==> config.mk <==
export PLATFORM = sky130hd
export DESIGN_NAME = gmn_fifo
export DESIGN_NICKNAME = d
export VERILOG_FILES = /design/src/rtl/gmn_fifo.sv
export SDC_FILE = /design/constraint.sdc
export NUM_CORES = 1
export LEC_CHECK = 0
export BUFFER_PORTS_ARGS = -buffer_cell sky130_fd_sc_hd__clkbuf_2
export CAP_MARGIN = 5
export CORE_UTILIZATION = 35
export DETAILED_ROUTE_END_ITERATION = 10
export HOLD_SLACK_MARGIN = 0.02
export PLACE_DENSITY_LB_ADDON = 0.12
export SYNTH_ARGS = -nofsm -noshare
export SYNTH_HDL_FRONTEND = slang
export SYNTH_SLANG_ARGS = --single-unit
==> constraint.sdc <==
create_clock -name clk_i -period 2.5 [get_ports clk_i]
set_input_delay 0.5 -clock clk_i [delete_from_list [all_inputs] [get_ports clk_i]]
set_output_delay 0.5 -clock clk_i [all_outputs]
set_load 0.02 [all_outputs]
==> src/rtl/gmn_fifo.sv <==
// ----------------------------------------------------------------------------
// gmn_fifo: small synchronous queue
// Register-based queue with occupancy count; write and read can happen in the same cycle.
// ----------------------------------------------------------------------------
module gmn_fifo #(
  parameter int WIDTH = 8,
  parameter int DEPTH = 4
) (
  input  logic             clk_i,
  input  logic             rst_ni,
  input  logic             push_i,
  input  logic [WIDTH-1:0] data_i,
  input  logic             pop_i,
  output logic [WIDTH-1:0] data_o,
  output logic             full_o,
  output logic             empty_o,
  output logic [$clog2(DEPTH+1)-1:0] count_o
);

  localparam int PTR_W = (DEPTH > 1) ? $clog2(DEPTH) : 1;
  localparam int CNT_W = $clog2(DEPTH + 1);

  logic [WIDTH-1:0] mem_q [DEPTH];
  logic [PTR_W-1:0] wr_ptr_q, wr_ptr_d;
  logic [PTR_W-1:0] rd_ptr_q, rd_ptr_d;
  logic [CNT_W-1:0] count_q, count_d;
  logic             wr_en, rd_en;

  assign wr_en   = push_i && !full_o;
  assign rd_en   = pop_i && !empty_o;
  assign full_o  = (count_q == CNT_W'(DEPTH));
  assign empty_o = (count_q == '0);
  assign count_o = count_q;
  assign data_o  = mem_q[rd_ptr_q];

  // Store the incoming beat
  always_ff @(posedge clk_i) begin
    if (wr_en) begin
      mem_q[wr_ptr_q] <= data_i;
    end
  end

  // Advance pointers and count
  always_comb begin
    wr_ptr_d = wr_ptr_q;
    rd_ptr_d = rd_ptr_q;
    count_d  = count_q;
    if (wr_en) begin
      wr_ptr_d = (wr_ptr_q == PTR_W'(DEPTH - 1)) ? '0 : wr_ptr_q + PTR_W'(1);
    end
    if (rd_en) begin
      rd_ptr_d = (rd_ptr_q == PTR_W'(DEPTH - 1)) ? '0 : rd_ptr_q + PTR_W'(1);
    end
    case ({wr_en, rd_en})
      2'b10:   count_d = count_q + CNT_W'(1);
      2'b01:   count_d = count_q - CNT_W'(1);
      default: count_d = count_q;
    endcase
  end

  always_ff @(posedge clk_i or negedge rst_ni) begin
    if (!rst_ni) begin
      wr_ptr_q <= '0;
      rd_ptr_q <= '0;
      count_q  <= '0;
    end else begin
      wr_ptr_q <= wr_ptr_d;
      rd_ptr_q <= rd_ptr_d;
      count_q  <= count_d;
    end
  end

endmodule

* Yosys cells after proc, flatten, opt, wreduce, memory -nomap -nowiden *
Memories as Yosys holds them, arrays and structs flattened.
Index checks and enable logic that the tools add are counted.

storage, ports and cells
  ROM bits = 0
  input port bits = 12
  output and inout port bits = 13
  memories = 1
  bits in latches = 0
  register bits after elaboration = 7
  RAM bits = 32
  logic and storage cells = 24

cells by class
  bitwise logic cells = 0
  add/subtract/negate cells = 4
  shifts and indexed selects = 0
  reduce and logical (&&, ||, !) cells = 6
  multipliers = 0
  mux-type cells = 5
  eq/ne operators = 5
  order comparisons = 0
  div/mod/pow operators = 0

memories
  name   words  width  read ports  clocked after memory_dff  wr ports  line  source
  mem_q  4      8      1           0                         1         23    logic [WIDTH-1:0] mem_q [DEPTH];

operators by type and width
  cell                                                 count
  equality test 2 bit, second input constant           3
  case mux 3 bit (2 select lines)                      1
  adder 2 x 1 -> 2 bit, second input constant          2
  two-way mux 2 bit                                    2
  adder 3 x 1 -> 3 bit, second input constant          1
  equality test 3 bit, second input constant           1
  zero test 3 bit                                      1
  subtractor 3 x 1 -> 3 bit, second input constant     1
  equality test 2 x 1 -> 1 bit, second input constant  1
  logical AND 1 bit                                    2
  zero test 1 bit                                      2
  two-way mux 1 bit                                    2
  nonzero test 2 bit                                   1

* Logic depth before layout (Yosys ltp) *
  depth in word-level cells = 5
  depth in mapped cells = 9
  mapped depth without buffers = 9

* Worst setup path before layout *
Ideal clock, no wire load.

  path type = register to register
  from = register count_q[0], in the netlist count_o[0]
  to = register count_q[2], in the netlist count_o[2]
  cell stages (with the launch flop) = 10
  library setup time = 132 ps
  path buffers = 0
  arrival time = 2069 ps
  period minus slack after synthesis = 2202 ps
  setup slack = 298 ps
  data required time = 2368 ps
  path through = dfrtp_1 -> nor3_1 -> nand2b_1 -> inv_1 -> ha_1 -> inv_1 -> fa_1 -> xor2_1 -> nor2_1 -> xor2_1

on the way
  word-level cells in the longest chain between the ends = 5
  elaborated cells on any way between the ends = 12
  those cells by class = 2 x add/sub; 3 x eq/ne; 1 x mux; 6 x reduce/logical

RTL lines
  item                                                                          line  source
  start, declared                                                               26    logic [CNT_W-1:0] count_q, count_d;
  start signal, assigned                                                        69    count_q <= count_d;
  zero test 3 bit *                                                             32    assign empty_o = (count_q == '0);
  net empty_o                                                                   16    output logic empty_o,
  zero test 1 bit *                                                             30    assign rd_en = pop_i && !empty_o;
  logical AND 1 bit *                                                           30
  net rd_en                                                                     27    logic wr_en, rd_en;
  equality test 2 x 1 -> 1 bit / equality test 2 bit (equally long branches)    54    case ({wr_en, rd_en})
  case mux 3 bit (2 select lines) / nonzero test 2 bit (equally long branches)  -

The timed path passes the listed nets; every way through them passes the cells marked *.
A chain may end at the register's enable or synchronous reset.

* Final worst setup path *
  from = register rd_ptr_q[0]
  to = output data_o[0]

on the way
  word-level cells in the longest chain between the ends = 1

RTL lines
  item                     line  source
  start, declared          25    logic [PTR_W-1:0] rd_ptr_q, rd_ptr_d;
  start signal, assigned   68    rd_ptr_q <= rd_ptr_d;
  memory read (4 x 8 bit)  -
  end, declared            14    output logic [WIDTH-1:0] data_o,

Every way passes these cells.

==> results.toml <==
[run_status]
status = "completed"

[drt]
vias = 793
route.met3.wl_um = 127
vias_per_cell = 4.806
drtIter0Drc = 60
detail_route.wl_per_cell_um = 16.09
drt_wl_total_um = 2655
m1WireLength_um = 1219
drcViolationCount = 0
met2_length_um = 1244
dr.pass1.iters = 2
highest-signal-layer = "met4"
ant_nets = 0

[synth]
ys_seq_area_frac = 0.7050
synth_area_per_cell_um2 = 19.42
synth_edf_count = 32
synth_seq_cells = 39
syn_nets = 102
ys_types = 19
synthFlopType = "edfxtp_1"
syn_area_mm2 = 0.001612
synth_cells = 83
async_flop_share = 0.1795
yosys_warnings = 0

[pwr]
powerDensity_mw_per_mm2 = 1197
peakVddDrop_v = 0.0004085
comb_power_share = 0.362
clkPwrFrac = 0.179
swShare = 0.3510
internal-power_w = 0.001455
net-switching-power_w = 0.0007868
p_leak_nw = 0.7517
p_seq_frac = 0.459

[run]
maxCapViolations = 0

[cts]
cts_root_buffer = "clkbuf_8"
clk_latency_ps = 290
cts_hold_buf = 0
cts_buffers = 5
cts_setup_buffers = 0
cts_max_path_buffers = 2
cts.repair.resized = 0
htreeDepth = 2
clkTransAtPathRegs_ps = 70
clock_sinks = 39
cts_tree = "done"

[setup_path]
ff2ff_setup_slack_ps = 310
crit_fanout = 11
r2r_start = "count_o[0]$_DFFE_PN0P_"
critical_path.top_delay_family = "flip-flops"
startpoint_type = "flop"
cp.arrival_ps = 1800
slowest_stage = "dfrtp_1"
timing.rr.end = "count_o[2]$_DFFE_PN0P_"
rr_worst_depth = 9
crit_chain = "mux4_2 > clkbuf_2"
path_class = "flop to output port"
crit_required_ps = 2000
slowest_delay_ps = 740
path_buf_inv = 1
critPathCaptureType = "output port"

[grt]
grt_pass1_vias = 905
grt_max_degree = 13
grt_use_total = 0.1256
grt.overflow.total = 0
antenna_found_initial = 0
grt_pass1_wl_um = 4381

[sta]
slew_headroom = 0.5849
fin_tns_setup_ps = 0
grt_setup_unrepaired = "no"
worst_slew_pin_slew_ps = 622.7
setup_viol = 0
slew_viol_final = 0
worst_slack_ps = 197.0
fin_worst_hold_slack_ps = 43.32
hold_violations = 0
period_share = 0.9212
period_needed_ps = 2303
fmaxAchievable_mhz = 434.2
fin_skew_ps = 2.209

[finish]
area_delta_synth_final_pct = 16.15
num_antenna_cells = 0
fill_cells = 395
fin_area_mm2 = 0.001872
nNetsFinal = 131
drive_above_1_share = 0.4425
fin_cells = 165

[die]
rows = 24
design.core.area_mm2 = 0.004384
die-area_mm2 = 0.004880
io_pins = 25
start_util = 0.3676
die_h_um = 69.86
fp.dieW_um = 69.86

[placement]
dp_cells = 157
post-place-ws_ps = 304.2
placed_area_mm2 = 0.001788
gp_congestion = 0.7250
port_buffers = 24

[worst_hold_path]
min-delay-path-class = "primary input to async pin"
power by group through the flow:
stage	registers [W]	clock network, W	logic, W
global placement	0.00104	0	0.000822
CTS	0.00104	0.000413	0.000829
finish	0.00103	0.000402	0.000811
global route	0.00106	0.000437	0.000894
detailed placement	0.00105	0	0.000829
floorplan	0.000984	0	0.000637
cells in the mapped netlist (all sizes together), types with 2 or more instances:
cell,number,area share
inv,8,0.019
nor2,3,0.0070
edfxtp,32,0.60
xor2,2,0.011
buf,2,0.0054
mux4,8,0.11
ha,6,0.047
dfrtp,7,0.11
mux2,4,0.033
and3,4,0.019
cell usage in the layout (no fill, tap or decap), drive strengths merged:
cell type	netlist	routed
clkinv	0	3
and2	1	1
inv	8	8
mux2i	1	1
nor2	3	3
xor2	2	2
nor3	1	1
mux4	8	8
nand2b	1	1
and3	4	4
ha	6	6
mux2	4	4
edfxtp	32	32
or3b	1	1
xnor2	1	1
dfrtp	7	7
clkbuf	0	29
fa	1	1
stage by stage:
stage	power (W)	util
final	0.002241	0.4269
after global routing	0.002387	0.4269
after CTS	0.002279	0.4269
after detailed placement	0.001879	0.4078
after global placement	0.001863	0.4078
after floorplan	0.001621	-
sequential cells by signal, summed over array words and instances (netlist names):
register / cells
wr_ptr_q: 2
mem_q: 32
rd_ptr_q: 2
count_o: 3
layout make-up:
| type | count | area, um^2 | area share |
|---|---|---|---|
| Sequential cell | 39 | 1136 | 0.6070 |
| Multi-Input combinational cell | 34 | 436.7 | 0.2333 |
| Timing Repair Buffer | 24 | 120.1 | 0.06417 |
| Clock buffer | 5 | 68.82 | 0.03676 |
| Tap cell | 52 | 65.06 | 0.03476 |
| Inverter | 8 | 30.03 | 0.01604 |
| Clock inverter | 3 | 15.01 | 0.008021 |
logic make-up after synthesis:
group | Yosys count | synth area share
xor+xnor | 3 | 0.01631
flops | 39 | 0.7050
fa+ha+maj | 7 | 0.05901
mux | 13 | 0.1506
simple gates | 11 | 0.04503
buf+inv | 10 | 0.02406
routing by layer:
metal	up-vias	track usage
met4	0	0.07111
met2	18	0.1859
met5	-	0
met1	401	0.1563
met3	6	0.05051
li1	368	-
how the worst max path moves through the flow:
stage | cells after the start | start | end | slack (ps)
after floorplan | 9 | count_o[0]$_DFFE_PN0P_ | count_o[2]$_DFFE_PN0P_ | 300
after global placement | 9 | count_o[0]$_DFFE_PN0P_ | count_o[2]$_DFFE_PN0P_ | 360
after detailed placement | 9 | count_o[0]$_DFFE_PN0P_ | count_o[2]$_DFFE_PN0P_ | 300
after CTS | 2 | rd_ptr_q[0]$_DFFE_PN0P_ | data_o[0] | 160
after global routing | 2 | rd_ptr_q[0]$_DFFE_PN0P_ | data_o[6] | 100
final | 2 | rd_ptr_q[0]$_DFFE_PN0P_ | data_o[0] | 200
Note: power is estimated with default switching activity, not from simulation.
