### src/rtl/gmn_pkg.sv
// ----------------------------------------------------------------------------
// gmn_pkg: shared types and constants of the grid mesh normal/index generator
// Field widths of the result stream, slot codes of the result sequencer,
// register map of the configuration port.
// ----------------------------------------------------------------------------
package gmn_pkg;

  // Fixed field widths of the result stream and the configuration registers
  localparam int NORM_W = 35;
  localparam int PT_W   = 10;
  localparam int IDX_W  = 20;
  localparam int CFG_W  = 11;

  // Configuration port
  localparam int APB_AW = 3;
  localparam int APB_DW = 32;

  // Register indexes (paddr[2])
  localparam logic REG_ROWS = 1'b0;
  localparam logic REG_COLS = 1'b1;

  // Smallest grid dimension
  localparam int GRID_MIN = 2;

  // Result kinds
  localparam logic KIND_NORMAL = 1'b0;
  localparam logic KIND_INDEX  = 1'b1;

  // Result slots of one vertex, emitted lowest first
  localparam int NUM_SLOTS = 9;
  localparam int SLOT_W    = 4;
  localparam logic [SLOT_W-1:0] SLOT_UP      = 4'd0;
  localparam logic [SLOT_W-1:0] SLOT_LR_PREV = 4'd1;
  localparam logic [SLOT_W-1:0] SLOT_LR_CUR  = 4'd2;
  localparam logic [SLOT_W-1:0] SLOT_TRI0    = 4'd3;
  localparam logic [SLOT_W-1:0] SLOT_TRI1    = 4'd4;
  localparam logic [SLOT_W-1:0] SLOT_TRI2    = 4'd5;
  localparam logic [SLOT_W-1:0] SLOT_TRI3    = 4'd6;
  localparam logic [SLOT_W-1:0] SLOT_TRI4    = 4'd7;
  localparam logic [SLOT_W-1:0] SLOT_TRI5    = 4'd8;

  // Saturation limits of a normal component
  localparam logic signed [NORM_W-1:0] NORM_MAX = {1'b0, {(NORM_W-1){1'b1}}};
  localparam logic signed [NORM_W-1:0] NORM_MIN = {1'b1, {(NORM_W-1){1'b0}}};

  // Classification of one vertex, front to back
  typedef struct packed {
    logic bank;      // line store bank that this row writes
    logic up;        // normal of the point above is complete
    logic lr_prev;   // last row: normal of the left neighbour
    logic lr_cur;    // last row, last column: normal of this point
    logic quad;      // grid square above-left is complete
    logic last_col;  // vertex sits on the last column
  } gmn_flags_t;

  // One result beat
  typedef struct packed {
    logic                     kind;
    logic [PT_W-1:0]          point_row;
    logic [PT_W-1:0]          point_col;
    logic signed [NORM_W-1:0] norm_x;
    logic signed [NORM_W-1:0] norm_y;
    logic signed [NORM_W-1:0] norm_z;
    logic [IDX_W-1:0]         tri_index;
    logic                     last;
  } gmn_result_t;

endpackage

### src/rtl/gmn_front.sv
// ----------------------------------------------------------------------------
// gmn_front: configuration registers and vertex classifier
// Tracks the grid position of each accepted vertex, works out which results
// it completes and the row bases of its triangle indices.
// ----------------------------------------------------------------------------
module gmn_front
  import gmn_pkg::*;
#(
  parameter int MAX_ROWS = 1024,
  parameter int MAX_COLS = 1024
) (
  input  logic                         clk_i,
  input  logic                         rst_ni,
  // configuration port
  input  logic                         psel,
  input  logic                         penable,
  input  logic                         pwrite,
  input  logic [APB_AW-1:0]            paddr,
  input  logic [APB_DW-1:0]            pwdata,
  output logic [APB_DW-1:0]            prdata,
  output logic                         pready,
  // vertex beat accepted this cycle
  input  logic                         accept_i,
  output gmn_flags_t                   flags_o,
  output logic [$clog2(MAX_ROWS)-1:0]  row_o,
  output logic [$clog2(MAX_COLS)-1:0]  col_o,
  output logic [IDX_W-1:0]             base_up_o,
  output logic [IDX_W-1:0]             base_cur_o
);

  localparam int ROW_W  = $clog2(MAX_ROWS);
  localparam int COL_W  = $clog2(MAX_COLS);
  localparam int RCMP_W = ($clog2(MAX_ROWS + 1) > CFG_W) ? $clog2(MAX_ROWS + 1) : CFG_W;
  localparam int CCMP_W = ($clog2(MAX_COLS + 1) > CFG_W) ? $clog2(MAX_COLS + 1) : CFG_W;

  logic [CFG_W-1:0]  grid_rows_q, grid_cols_q;
  logic [RCMP_W-1:0] rows_raw, rows_eff;
  logic [CCMP_W-1:0] cols_raw, cols_eff;
  logic [ROW_W-1:0]  row_last;
  logic [COL_W-1:0]  col_last;
  logic [ROW_W-1:0]  row_q;
  logic [COL_W-1:0]  col_q;
  logic [IDX_W-1:0]  base_up_q, base_cur_q;
  logic              bank_q;
  logic              cfg_wr;
  logic              on_last_row, on_last_col, on_first_col;

  assign pready = 1'b1;
  assign cfg_wr = psel && penable && pwrite && pready;

  // Register read-back
  assign prdata = (paddr[2] == REG_COLS) ? APB_DW'(grid_cols_q) : APB_DW'(grid_rows_q);

  // Clamp the grid size to the supported range
  always_comb begin
    rows_raw = RCMP_W'(grid_rows_q);
    cols_raw = CCMP_W'(grid_cols_q);
    if (rows_raw < RCMP_W'(GRID_MIN)) begin
      rows_eff = RCMP_W'(GRID_MIN);
    end else if (rows_raw > RCMP_W'(MAX_ROWS)) begin
      rows_eff = RCMP_W'(MAX_ROWS);
    end else begin
      rows_eff = rows_raw;
    end
    if (cols_raw < CCMP_W'(GRID_MIN)) begin
      cols_eff = CCMP_W'(GRID_MIN);
    end else if (cols_raw > CCMP_W'(MAX_COLS)) begin
      cols_eff = CCMP_W'(MAX_COLS);
    end else begin
      cols_eff = cols_raw;
    end
    row_last = ROW_W'(rows_eff - RCMP_W'(1));
    col_last = COL_W'(cols_eff - CCMP_W'(1));
  end

  // Classify the vertex at the current position
  assign on_last_row  = (row_q == row_last);
  assign on_last_col  = (col_q == col_last);
  assign on_first_col = (col_q == '0);

  always_comb begin
    flags_o.bank     = bank_q;
    flags_o.up       = (row_q != '0);
    flags_o.lr_prev  = on_last_row && !on_first_col;
    flags_o.lr_cur   = on_last_row && !on_first_col && on_last_col;
    flags_o.quad     = (row_q != '0) && !on_first_col;
    flags_o.last_col = on_last_col;
  end

  assign row_o      = row_q;
  assign col_o      = col_q;
  assign base_up_o  = base_up_q;
  assign base_cur_o = base_cur_q;

  // Configuration registers
  always_ff @(posedge clk_i or negedge rst_ni) begin
    if (!rst_ni) begin
      grid_rows_q <= CFG_W'(GRID_MIN);
      grid_cols_q <= CFG_W'(GRID_MIN);
    end else if (cfg_wr) begin
      if (paddr[2] == REG_COLS) begin
        grid_cols_q <= pwdata[CFG_W-1:0];
      end else begin
        grid_rows_q <= pwdata[CFG_W-1:0];
      end
    end
  end

  // Advance the grid position; any register write restarts the grid
  always_ff @(posedge clk_i or negedge rst_ni) begin
    if (!rst_ni) begin
      row_q      <= '0;
      col_q      <= '0;
      base_up_q  <= '0;
      base_cur_q <= '0;
      bank_q     <= 1'b0;
    end else if (cfg_wr) begin
      row_q      <= '0;
      col_q      <= '0;
      base_up_q  <= '0;
      base_cur_q <= '0;
      bank_q     <= 1'b0;
    end else if (accept_i) begin
      if (on_last_col) begin
        col_q  <= '0;
        bank_q <= ~bank_q;
        if (on_last_row) begin
          row_q      <= '0;
          base_up_q  <= '0;
          base_cur_q <= '0;
        end else begin
          row_q      <= row_q + ROW_W'(1);
          base_up_q  <= base_cur_q;
          base_cur_q <= base_cur_q + IDX_W'(cols_eff);
        end
      end else begin
        col_q <= col_q + COL_W'(1);
      end
    end
  end

endmodule

### config.mk
export PLATFORM = sky130hd
export DESIGN_NAME = gmn_front
export DESIGN_NICKNAME = d
export VERILOG_FILES = /design/src/rtl/gmn_pkg.sv /design/src/rtl/gmn_front.sv
export SDC_FILE = /design/constraint.sdc
export NUM_CORES = 1
export LEC_CHECK = 0
export ABC_AREA = 1
export BUFFER_PORTS_ARGS = -buffer_cell sky130_fd_sc_hd__clkbuf_2
export CAP_MARGIN = 20
export CORE_UTILIZATION = 45
export CTS_CLUSTER_SIZE = 16
export DETAILED_ROUTE_END_ITERATION = 8
export PLACE_DENSITY = 0.67
export SETUP_SLACK_MARGIN = 0.1
export SLEW_MARGIN = 10
export SYNTH_ARGS = -nofsm -noshare
export SYNTH_HDL_FRONTEND = slang
export SYNTH_SLANG_ARGS = --single-unit
export TNS_END_PERCENT = 50
### constraint.sdc
create_clock -name clk_i -period 5.2 [get_ports clk_i]
set_input_delay 0.26 -clock clk_i [delete_from_list [all_inputs] [get_ports clk_i]]
set_output_delay 0.26 -clock clk_i [all_outputs]
set_load 0.03 [all_outputs]
After elaboration in Yosys (flattened, before gate mapping)
Cells that the tools add are included.
{ "totals": {"ff_bits": 83, "input_bits": 41, "output_inout_bits": 99} }
{ "classes": {"add_sub_neg": 5, "order_cmp": 4, "eq_ne": 2, "n_mux": 23, "bitwise": 2, "reduce_logical": 13} }
{ "ops": {"columns": ["cell", "count"], "rows": [
  ["$mux W20", 8],
  ["$mux W10", 9],
  ["$mux W11", 3],
  ["$gt A11 B11 Y1 const B", 2],
  ["$lt A11 B2 Y1 const B", 2],
  ["$add A10 B1 Y10 const B", 2],
  ["$add A20 B11 Y20", 1],
  ["$eq A10 B10 Y1", 2],
  ["$sub A10 B1 Y10 const B", 2],
  ["$logic_not A10 Y1", 1],
  ["$reduce_bool A10 Y1", 1],
  ["$reduce_and A2 Y1", 3],
  ["$logic_and A1 B1 Y1", 5],
  ["$reduce_bool A2 Y1", 2],
  ["$mux W1", 3],
  ["$not A1 Y1", 2],
  ["$logic_not A1 Y1", 1]
]} }

Logic depth before layout (Yosys ltp)
Gate-level depths: netlist of run 1.
{ "logic_depth": {"word_depth": 9, "depth_mapped": 22, "depth_no_buf": 21} }

Worst setup path before layout of run 1
OpenSTA, ideal clock, no wires.
{ "synth_timing": {"path_kind": "register to output", "startpoint": "register grid_rows_q[1]", "endpoint": "output port flags_o[2] (netlist name)", "arrival_time_ns": 2.826, "required_ns": 4.940, "slack_ns": 2.114, "path_stages_with_launch": 17, "path_buffers": 1, "cell_sequence": "dfstp_2 inv_1 nand3_1 nor2_2 nand2_1 nand2_2 buf_4 a21oi_1 ha_1 xnor2_1 a21oi_1 nand3_1 nor2_1 nand2_1 nor2_1 nand3_1 nor3_1"} }
{ "synth_lines": {"columns": ["element", "line_no", "rtl"], "rows": [
  ["from (decl)", "gmn_front.sv:36", "logic [CFG_W-1:0] grid_rows_q, grid_cols_q;"],
  ["from (signal assigned)", "gmn_front.sv:98", "grid_rows_q <= CFG_W'(GRID_MIN);"],
  ["from (signal assigned)", "gmn_front.sv:104", "grid_rows_q <= pwdata[CFG_W-1:0];"],
  ["to (decl)", "gmn_front.sv:24", "output gmn_flags_t flags_o,"]
]} }

==> results.yml, run 1 <==
run_status:
  status: "finished, final reports clean"
floorplan:
  dieArea_um2: 13400
  chipWidth_um: 116
  rows: 41
  die_h_um: 116
  initial_core_util: 0.462
  io_pins: 140
  coreArea_um2: 12600
worst_hold_path:
  min_path_type: "primary input to flop"
worst_setup_path:
  cp_max_fo: 13
  worstSetupEndpointType: "primary output"
  crit_top_cell: "nand2_1"
  worstPathArrival_ps: 3510
  slowest_delay_ps: 470
  cp_cell_sequence: "nor2_2 -> nand2_1 -> nor2_1 -> nand2_1 -> nand2_2 -> nand2_1 -> nand2_2 -> inv_1 -> ha_1 -> xor2_1 -> nand2_1 -> nor2_1 -> o21ai_0 -> nor2_1 -> nand3_1 -> nor2_2 -> nand3_2 -> nor3_1 -> clkbuf_2"
  critPathSlowestCell: "dfrtp_1"
  worst-setup-path-type: "flop to primary output"
  crit_family: "simple AND/OR/NAND/NOR gates"
  crit_path_start_kind: "flop"
  worst-path-buf-inv: 2
  critPathRequiredTime_ps: 4940
synthesis:
  synth_cell_type_count: 41
  ys.flop_type: "dfrtp_1"
  synth-edff-count: 0
  ys_ff_latch: 83
  ys_warn_count: 0
  synthCells: 862
  synth.largest_area_cell: "dfrtp_1"
  netlist_area_um2: 5830
  synth.avg_cell_area_um2: 6.76
  synth_top_area_frac: 0.348
  yosys-top-cells-area: "dfrtp_1 35%, nand2_1 21%, nor2_1 6.3%"
  async_reset_ff_frac: 1.00
  synth-seq-area-share: 0.357
cts:
  cts_made_buffers: 9
  clockBufferDepth: 2
  clk_pin_slew_ps: 60
  cts.sink_count: 83
  post_cts_buffers: 0
  root_buffer: "clkbuf_16"
  clk_latency_ps: 350
  cts_max_level: 3
  cts_tree: "yes"
pwr:
  swShare: 0.474
  powerDensity_nw_per_um2: 480
  internal_power_w: 0.00165
  switchingPower_w: 0.00148
  p_total_w: 0.00313
  clock_power_share: 0.186
  leakage_nw: 3.65
  peakVddDrop_mv: 0.297
  comb_power_share: 0.489
  seq_power_share: 0.325
global_route:
  grt_max_degree: 54
  grt_pass1_vias: 4778
  grt_first_pass_wirelength_um: 23500
  antenna_found_initial: 0
  gr-total-overflow: 0
  track_usage: 0.228
sta:
  worst_pin_slew_ps: 1020
  hold_viol_final: 0
  fin_crit_ps: 3770
  period_share: 0.726
  setup_tns_ps: 0
  max_freq_mhz: 265
  skew_ps: 6.64
  rsz0062_at_grt: "no"
  setup_violations: 0
  relSlewSlack: 0.315
  slew_violations: 0
routing:
  postRouteAntennaNets: 0
  drc: 0
  first_iter_violations: 265
  first_pass_iters: 4
  wire_per_inst_um: 12.5
  vias: 5286
  via_per_inst: 4.74
  wirelength_um: 14000
finish:
  area_growth_pct: 12.0
  drive_above_1_share: 0.143
  nNetsFinal: 998
  design_area_um2: 6520
  fin_cells: 1116
  post-route-util: 0.517
  antenna_cells: 0
placement:
  io_buffers: 94
  dp_hpwl_um: 10000
  dpl.cell_count: 1099
  dpl-instance-area_um2: 6250
  place_congestion: 0.850
flow_run:
  cap_violations: 0
per-layer routing:
metal | part of all wire | track usage | wire length, µm | vias to the layer above
met2 | 0.45 | 0.355 | 6330 | 106
met3 | 0.051 | 0.0601 | 717 | 14
met4 | 0.010 | 0.0581 | 142 | 0
met5 | 0 | 0 | 0 | -
li1 | - | - | - | 2774
met1 | 0.49 | 0.314 | 6790 | 2392
cell usage after synthesis (all sizes together) (2+ instances only):
library cell  count
buf              42
nand4             9
xor2             29
inv              92
o41ai             2
a21oi            13
nand3b            2
o21ai            45
ha               17
xnor2            10
conb              2
dfrtp            81
nand2           339
nor2            104
nor4              3
nor3              7
dfstp             2
a31oi             2
nand3            40
clkbuf            9
power by group through the flow:
stage,Sequential (W),Combinational (W),Clock (W)
2_1_floorplan,0.00121,0.000974,0
3_3_place_gp,0.00102,0.00151,0
3_5_place_dp,0.00102,0.00153,0
4_1_cts,0.00102,0.00154,0.000600
5_1_grt,0.00105,0.00173,0.000624
6_report,0.00102,0.00153,0.000583
repair_timing:
item,in CTS,in global routing
gates resized for setup,0,0
endpoints found under the hold margin,30,0
hold buffers,1,0
layout make-up:
type | instances | area [µm²]
clock buffer | 11 | 233
multi-input combinational | 655 | 3120
sequential | 83 | 2080
tap | 172 | 215
fill | 1319 | 6100
inverter | 93 | 349
clock inverter | 5 | 30.0
timing repair buffer | 97 | 498
sequential cells by signal, summed over array words and instances (netlist names):
signal       flops
bank_q           1
base_cur_o      20
base_up_o       20
col_o           10
cols_raw        11
grid_rows_q     11
row_o           10
cells by family (layout without fill, tap and decap cells):
family,Yosys count,after routing,share of synthesized area
and+or+nand+nor,507,507,0.353
buffers and inverters,144,206,0.121
DFF,83,83,0.357
AOI/OAI and AO/OA,68,68,0.0653
xor gates and xnor gates,40,40,0.0625
adders and majority gates,18,18,0.0399
other,2,22,0.00129
placed cells by master (no fill, tap or decap), types with 2 or more instances in the layout:
| cell type | n |
|---|---|
| conb_1 | 22 |
| o21ai_0 | 44 |
| ha_1 | 17 |
| nor4_1 | 3 |
| xnor2_1 | 10 |
| nor2_1 | 97 |
| dfrtp_1 | 81 |
| dfstp_2 | 2 |
| a21oi_1 | 12 |
| nand4_1 | 9 |
| a31oi_1 | 2 |
| clkbuf_1 | 2 |
| clkinvlp_4 | 2 |
| nand3b_1 | 2 |
| clkbuf_16 | 9 |
| inv_1 | 89 |
| clkinv_2 | 3 |
| nor2_2 | 6 |
| o41ai_1 | 2 |
| nand2_1 | 330 |
| nand2_2 | 9 |
| nor3_1 | 7 |
| buf_4 | 3 |
| xor2_1 | 29 |
| inv_2 | 3 |
| clkbuf_2 | 93 |
| nand3_1 | 39 |
worst paths after layout:
| kind | start | endpoint | slack [ps] | cells past startpoint |
|---|---|---|---|---|
| worst max-delay path | cols_raw[3] | flags_o[2] | 1430 | 19 |
| worst min-delay path | pwdata[1] | cols_raw[1] | 150 | 3 |
| min in group asynchronous | rst_ni | cols_raw[5] | 380 | 2 |
| worst min register to register | base_up_o[5] | base_up_o[5] | 480 | 2 |
| max in group asynchronous | rst_ni | base_cur_o[18] | 3780 | 3 |
| worst max register to register | cols_raw[3] | row_o[3] | 1450 | 21 |
metrics by stage:
stage	setup slack, ps	hold WS (ps)
after global placement	1480	227
after detailed placement	1450	225
final	1430	147
after global routing	999	142
after floorplan	2110	-35.6
after CTS	1440	136
tightest hold or removal path, delay by kind of cell:
family          cells  cell delay [ps]
compound gates      1               80
buf+inv             2              150
Power figures use the tool's default switching activity.
==> inputs of run 2 (changes only) <==
ABC_AREA = 0   (was 1)
PLACE_DENSITY = 0.69   (was 0.67)
clock period = 3.2 ns   (was 5.2 ns; I/O delays follow)
==> run 2 against run 1 <==
Net effect:
- the flow now finishes with violations (negative setup slack)
- non-clock buffer count is 103 higher
- largest power group unchanged
- utilization rose by 12 points
- critical endpoint unchanged
- critical path depth decreased by 5
- via count grew 13%
- synthesized area grew 2.3%
- count of clock-buffer cells in the layout down 2
==> results.yml, run 2 <==
global_route:
  track_usage: 0.267
  grt_max_degree: 84
  grt_first_pass_wirelength_um: 28200
  grt_pass1_vias: 5602
  gr-total-overflow: 0
  antenna_found_initial: 0
finish:
  drive_above_1_share: 0.412
  post-route-util: 0.641
  area_growth_pct: 37.3
  nNetsFinal: 891
  layout_commonest_cell: "clkbuf_2"
  antenna_cells: 0
  final_cell_mix: "90 x clkbuf_2, 85 x buf_4, 81 x dfrtp_1"
synthesis:
  synth.avg_cell_area_um2: 8.84
  synth-seq-area-share: 0.349
  synth_top_area_frac: 0.340
  async_reset_ff_frac: 1.00
  ys_ff_latch: 83
  synth.largest_area_cell: "dfrtp_1"
  synthCells: 674
  yosys-top-cells-area: "dfrtp_1 34%, mux2_2 6.0%, ha_1 3.6%"
  ys.flop_type: "dfrtp_1"
  synthTopCellsByCount: "81 x dfrtp_1, 43 x clkbuf_1, 41 x nor2_1"
  ys_warn_count: 0
  netlist_area_um2: 5960
  synth-edff-count: 0
  synth_cell_type_count: 70
  yosysMostFrequentCell: "dfrtp_1"
routing:
  first_pass_iters: 5
  vias: 5998
  via_per_inst: 5.94
  wire_per_inst_um: 18.4
  first_iter_violations: 520
  postRouteAntennaNets: 0
  wirelength_um: 18500
  drc: 0
floorplan:
  io_pins: 140
  chipWidth_um: 117
  dieArea_um2: 13700
  die_h_um: 117
  initial_core_util: 0.467
  coreArea_um2: 12800
  rows: 41
sta:
  worst_pin_slew_ps: 856
  hold_viol_final: 0
  slew_violations: 0
  skew_ps: 8.77
  period_share: 1.12
  fin_crit_ps: 3590
  relSlewSlack: 0.428
  rsz0062_at_grt: "yes"
  fin_ws_ps: -389
  setup_violations: 59
  max_freq_mhz: 279
worst_hold_path:
  whs_endpoint: "cols_raw[3]"
  min_path_cells: 2
  min_path_type: "primary input to flop"
  hp-start: "pwdata[3]"
worst_setup_path:
  reg2reg_slack_ps: -360
  ff2ff_path_depth: 15
  cp_cell_sequence: "or4_4 -> o41ai_4 -> ha_4 -> buf_4 -> nand2_1 -> nor3b_2 -> o21ai_1 -> nand3_1 -> buf_4 -> nand3_2 -> nor4bb_4 -> buf_4 -> and2_4 -> buf_8"
  slowest_delay_ps: 580
  crit_path_start_kind: "flop"
  r2r-end: "base_cur_o[16]"
  worst-path-buf-inv: 4
  critPathRequiredTime_ps: 3040
  critPathSlowestCell: "or4_4"
  r2r-start: "cols_raw[7]"
  crit_top_cell: "buf_4"
  cp_max_fo: 7
  crit_family: "simple AND/OR/NAND/NOR gates"
  worstSetupEndpointType: "primary output"
  worstPathArrival_ps: 3430
  worst-setup-path-type: "flop to primary output"
placement:
  pre_cts_ws_ps: -316
  dp_hpwl_um: 12300
  io_buffers: 94
  place_congestion: 0.912
cts:
  clockBufferDepth: 2
  root_buffer: "clkbuf_16"
  clk_pin_slew_ps: 60
  clk_latency_ps: 350
  cts_max_level: 3
  cts_made_buffers: 9
  cts.sink_count: 83
  cts_tree: "yes"
pwr:
  powerDensity_nw_per_um2: 514
  leakage_nw: 3.67
  peakVddDrop_mv: 0.328
run_status:
  status: "complete, but fails checks"
  failed_checks: "negative setup slack"
flow_run:
  cap_violations: 0
-- run 2: changes by cell type after synthesis, sizes merged, moves of 14 or more --
cell	delta
a21oi	+23
a22o	+22
clkbuf	+34
inv	-72
mux2	+32
nand2	-304
nand2b	+15
nor2	-63
nor2b	+15
nor3	+14
o21ai	-15
xor2	-17
-- run 2: worst max path at each step --
stage | startpoint | cells past startpoint | endpoint
4_1_cts | cols_raw[5] | 16 | flags_o[2]
3_3_place_gp | cols_raw[7] | 11 | row_o[8]
3_5_place_dp | cols_raw[7] | 15 | base_cur_o[18]
5_1_grt | cols_raw[7] | 14 | flags_o[2]
2_1_floorplan | cols_raw[6] | 19 | base_up_o[10]
6_report | cols_raw[7] | 14 | flags_o[2]
-- run 2: per-stage QoR --
stage / total power (W) / instances / instance area [µm²] / setup TNS [ps] / hold WS [ps]
floorplan: 0.00236 / 694 / 6310 / -8960 / -136
global placement: 0.00276 / 955 / 7040 / -9890 / 408
detailed placement: 0.00281 / 955 / 7040 / -13310 / 416
CTS: 0.00407 / 994 / 7790 / -10070 / 40.1
global route: 0.00440 / 1009 / 8180 / -22040 / 69.6
finish: 0.00421 / 1009 / 8180 / -14330 / 62.7
-- run 2: per-layer routing --
layer,routed length (µm),up-vias,GRT usage
met2,9280,245,0.454
met1,7910,2955,0.349
met5,0,-,0
met4,382,0,0.0852
met3,956,40,0.0402
li1,-,2758,-
-- run 2: power breakdown --
| group | internal (W) | switching (W) | leakage [nW] | total (W) |
|---|---|---|---|---|
| sequential | 0.00114 | 0.000138 | 1.05 | 0.00128 |
| combinational | 0.000814 | 0.00102 | 2.47 | 0.00183 |
| clock | 0.000620 | 0.000473 | 0.150 | 0.00109 |
-- run 2: cells by family (layout without fill, tap and decap cells) --
kind of cell / Yosys count / in the layout / share of synthesized area
other: 2 / 22 / 0.00126
xor gates and xnor gates: 30 / 30 / 0.0441
muxes: 34 / 34 / 0.0638
adders and majority gates: 18 / 18 / 0.0391
and+or+nand+nor: 250 / 253 / 0.234
DFF: 83 / 83 / 0.349
buffers and inverters: 96 / 236 / 0.0798
AOI/OAI and AO/OA: 161 / 161 / 0.189
-- run 2: repair_timing --
| action | in CTS | in global routing |
|---|---|---|
| endpoints found under the setup margin | 64 | 64 |
| endpoints found under the hold margin | 0 | 38 |
| pin swaps | 41 | 45 |
| hold buffers | 0 | 1 |
| gates resized for setup | 45 | 67 |
| gates cloned | 5 | 1 |
| buffers inserted | 19 | 12 |
-- run 2: worst register-to-register path, stage by stage (launching register included) --
cell     delay (ps)
dfrtp_1         390
or4_4           580
o41ai_4         390
buf_4           190
inv_2            40
ha_4            160
inv_2            50
fa_2            220
nor2b_4          50
o31ai_4         260
a21oi_2         100
o41a_1          410
o21ai_2         180
and2_4          180
nor3_1           50
a32o_1          210
-- run 2: layout make-up --
class                           count  area (µm²)
Clock inverter                      7        82.6
Sequential cell                    83        2080
Tap cell                          172         215
Timing Repair Buffer              200        1460
Clock buffer                        9         225
Inverter                           20        75.1
Fill cell                         995        4590
Multi-Input combinational cell    518        4050
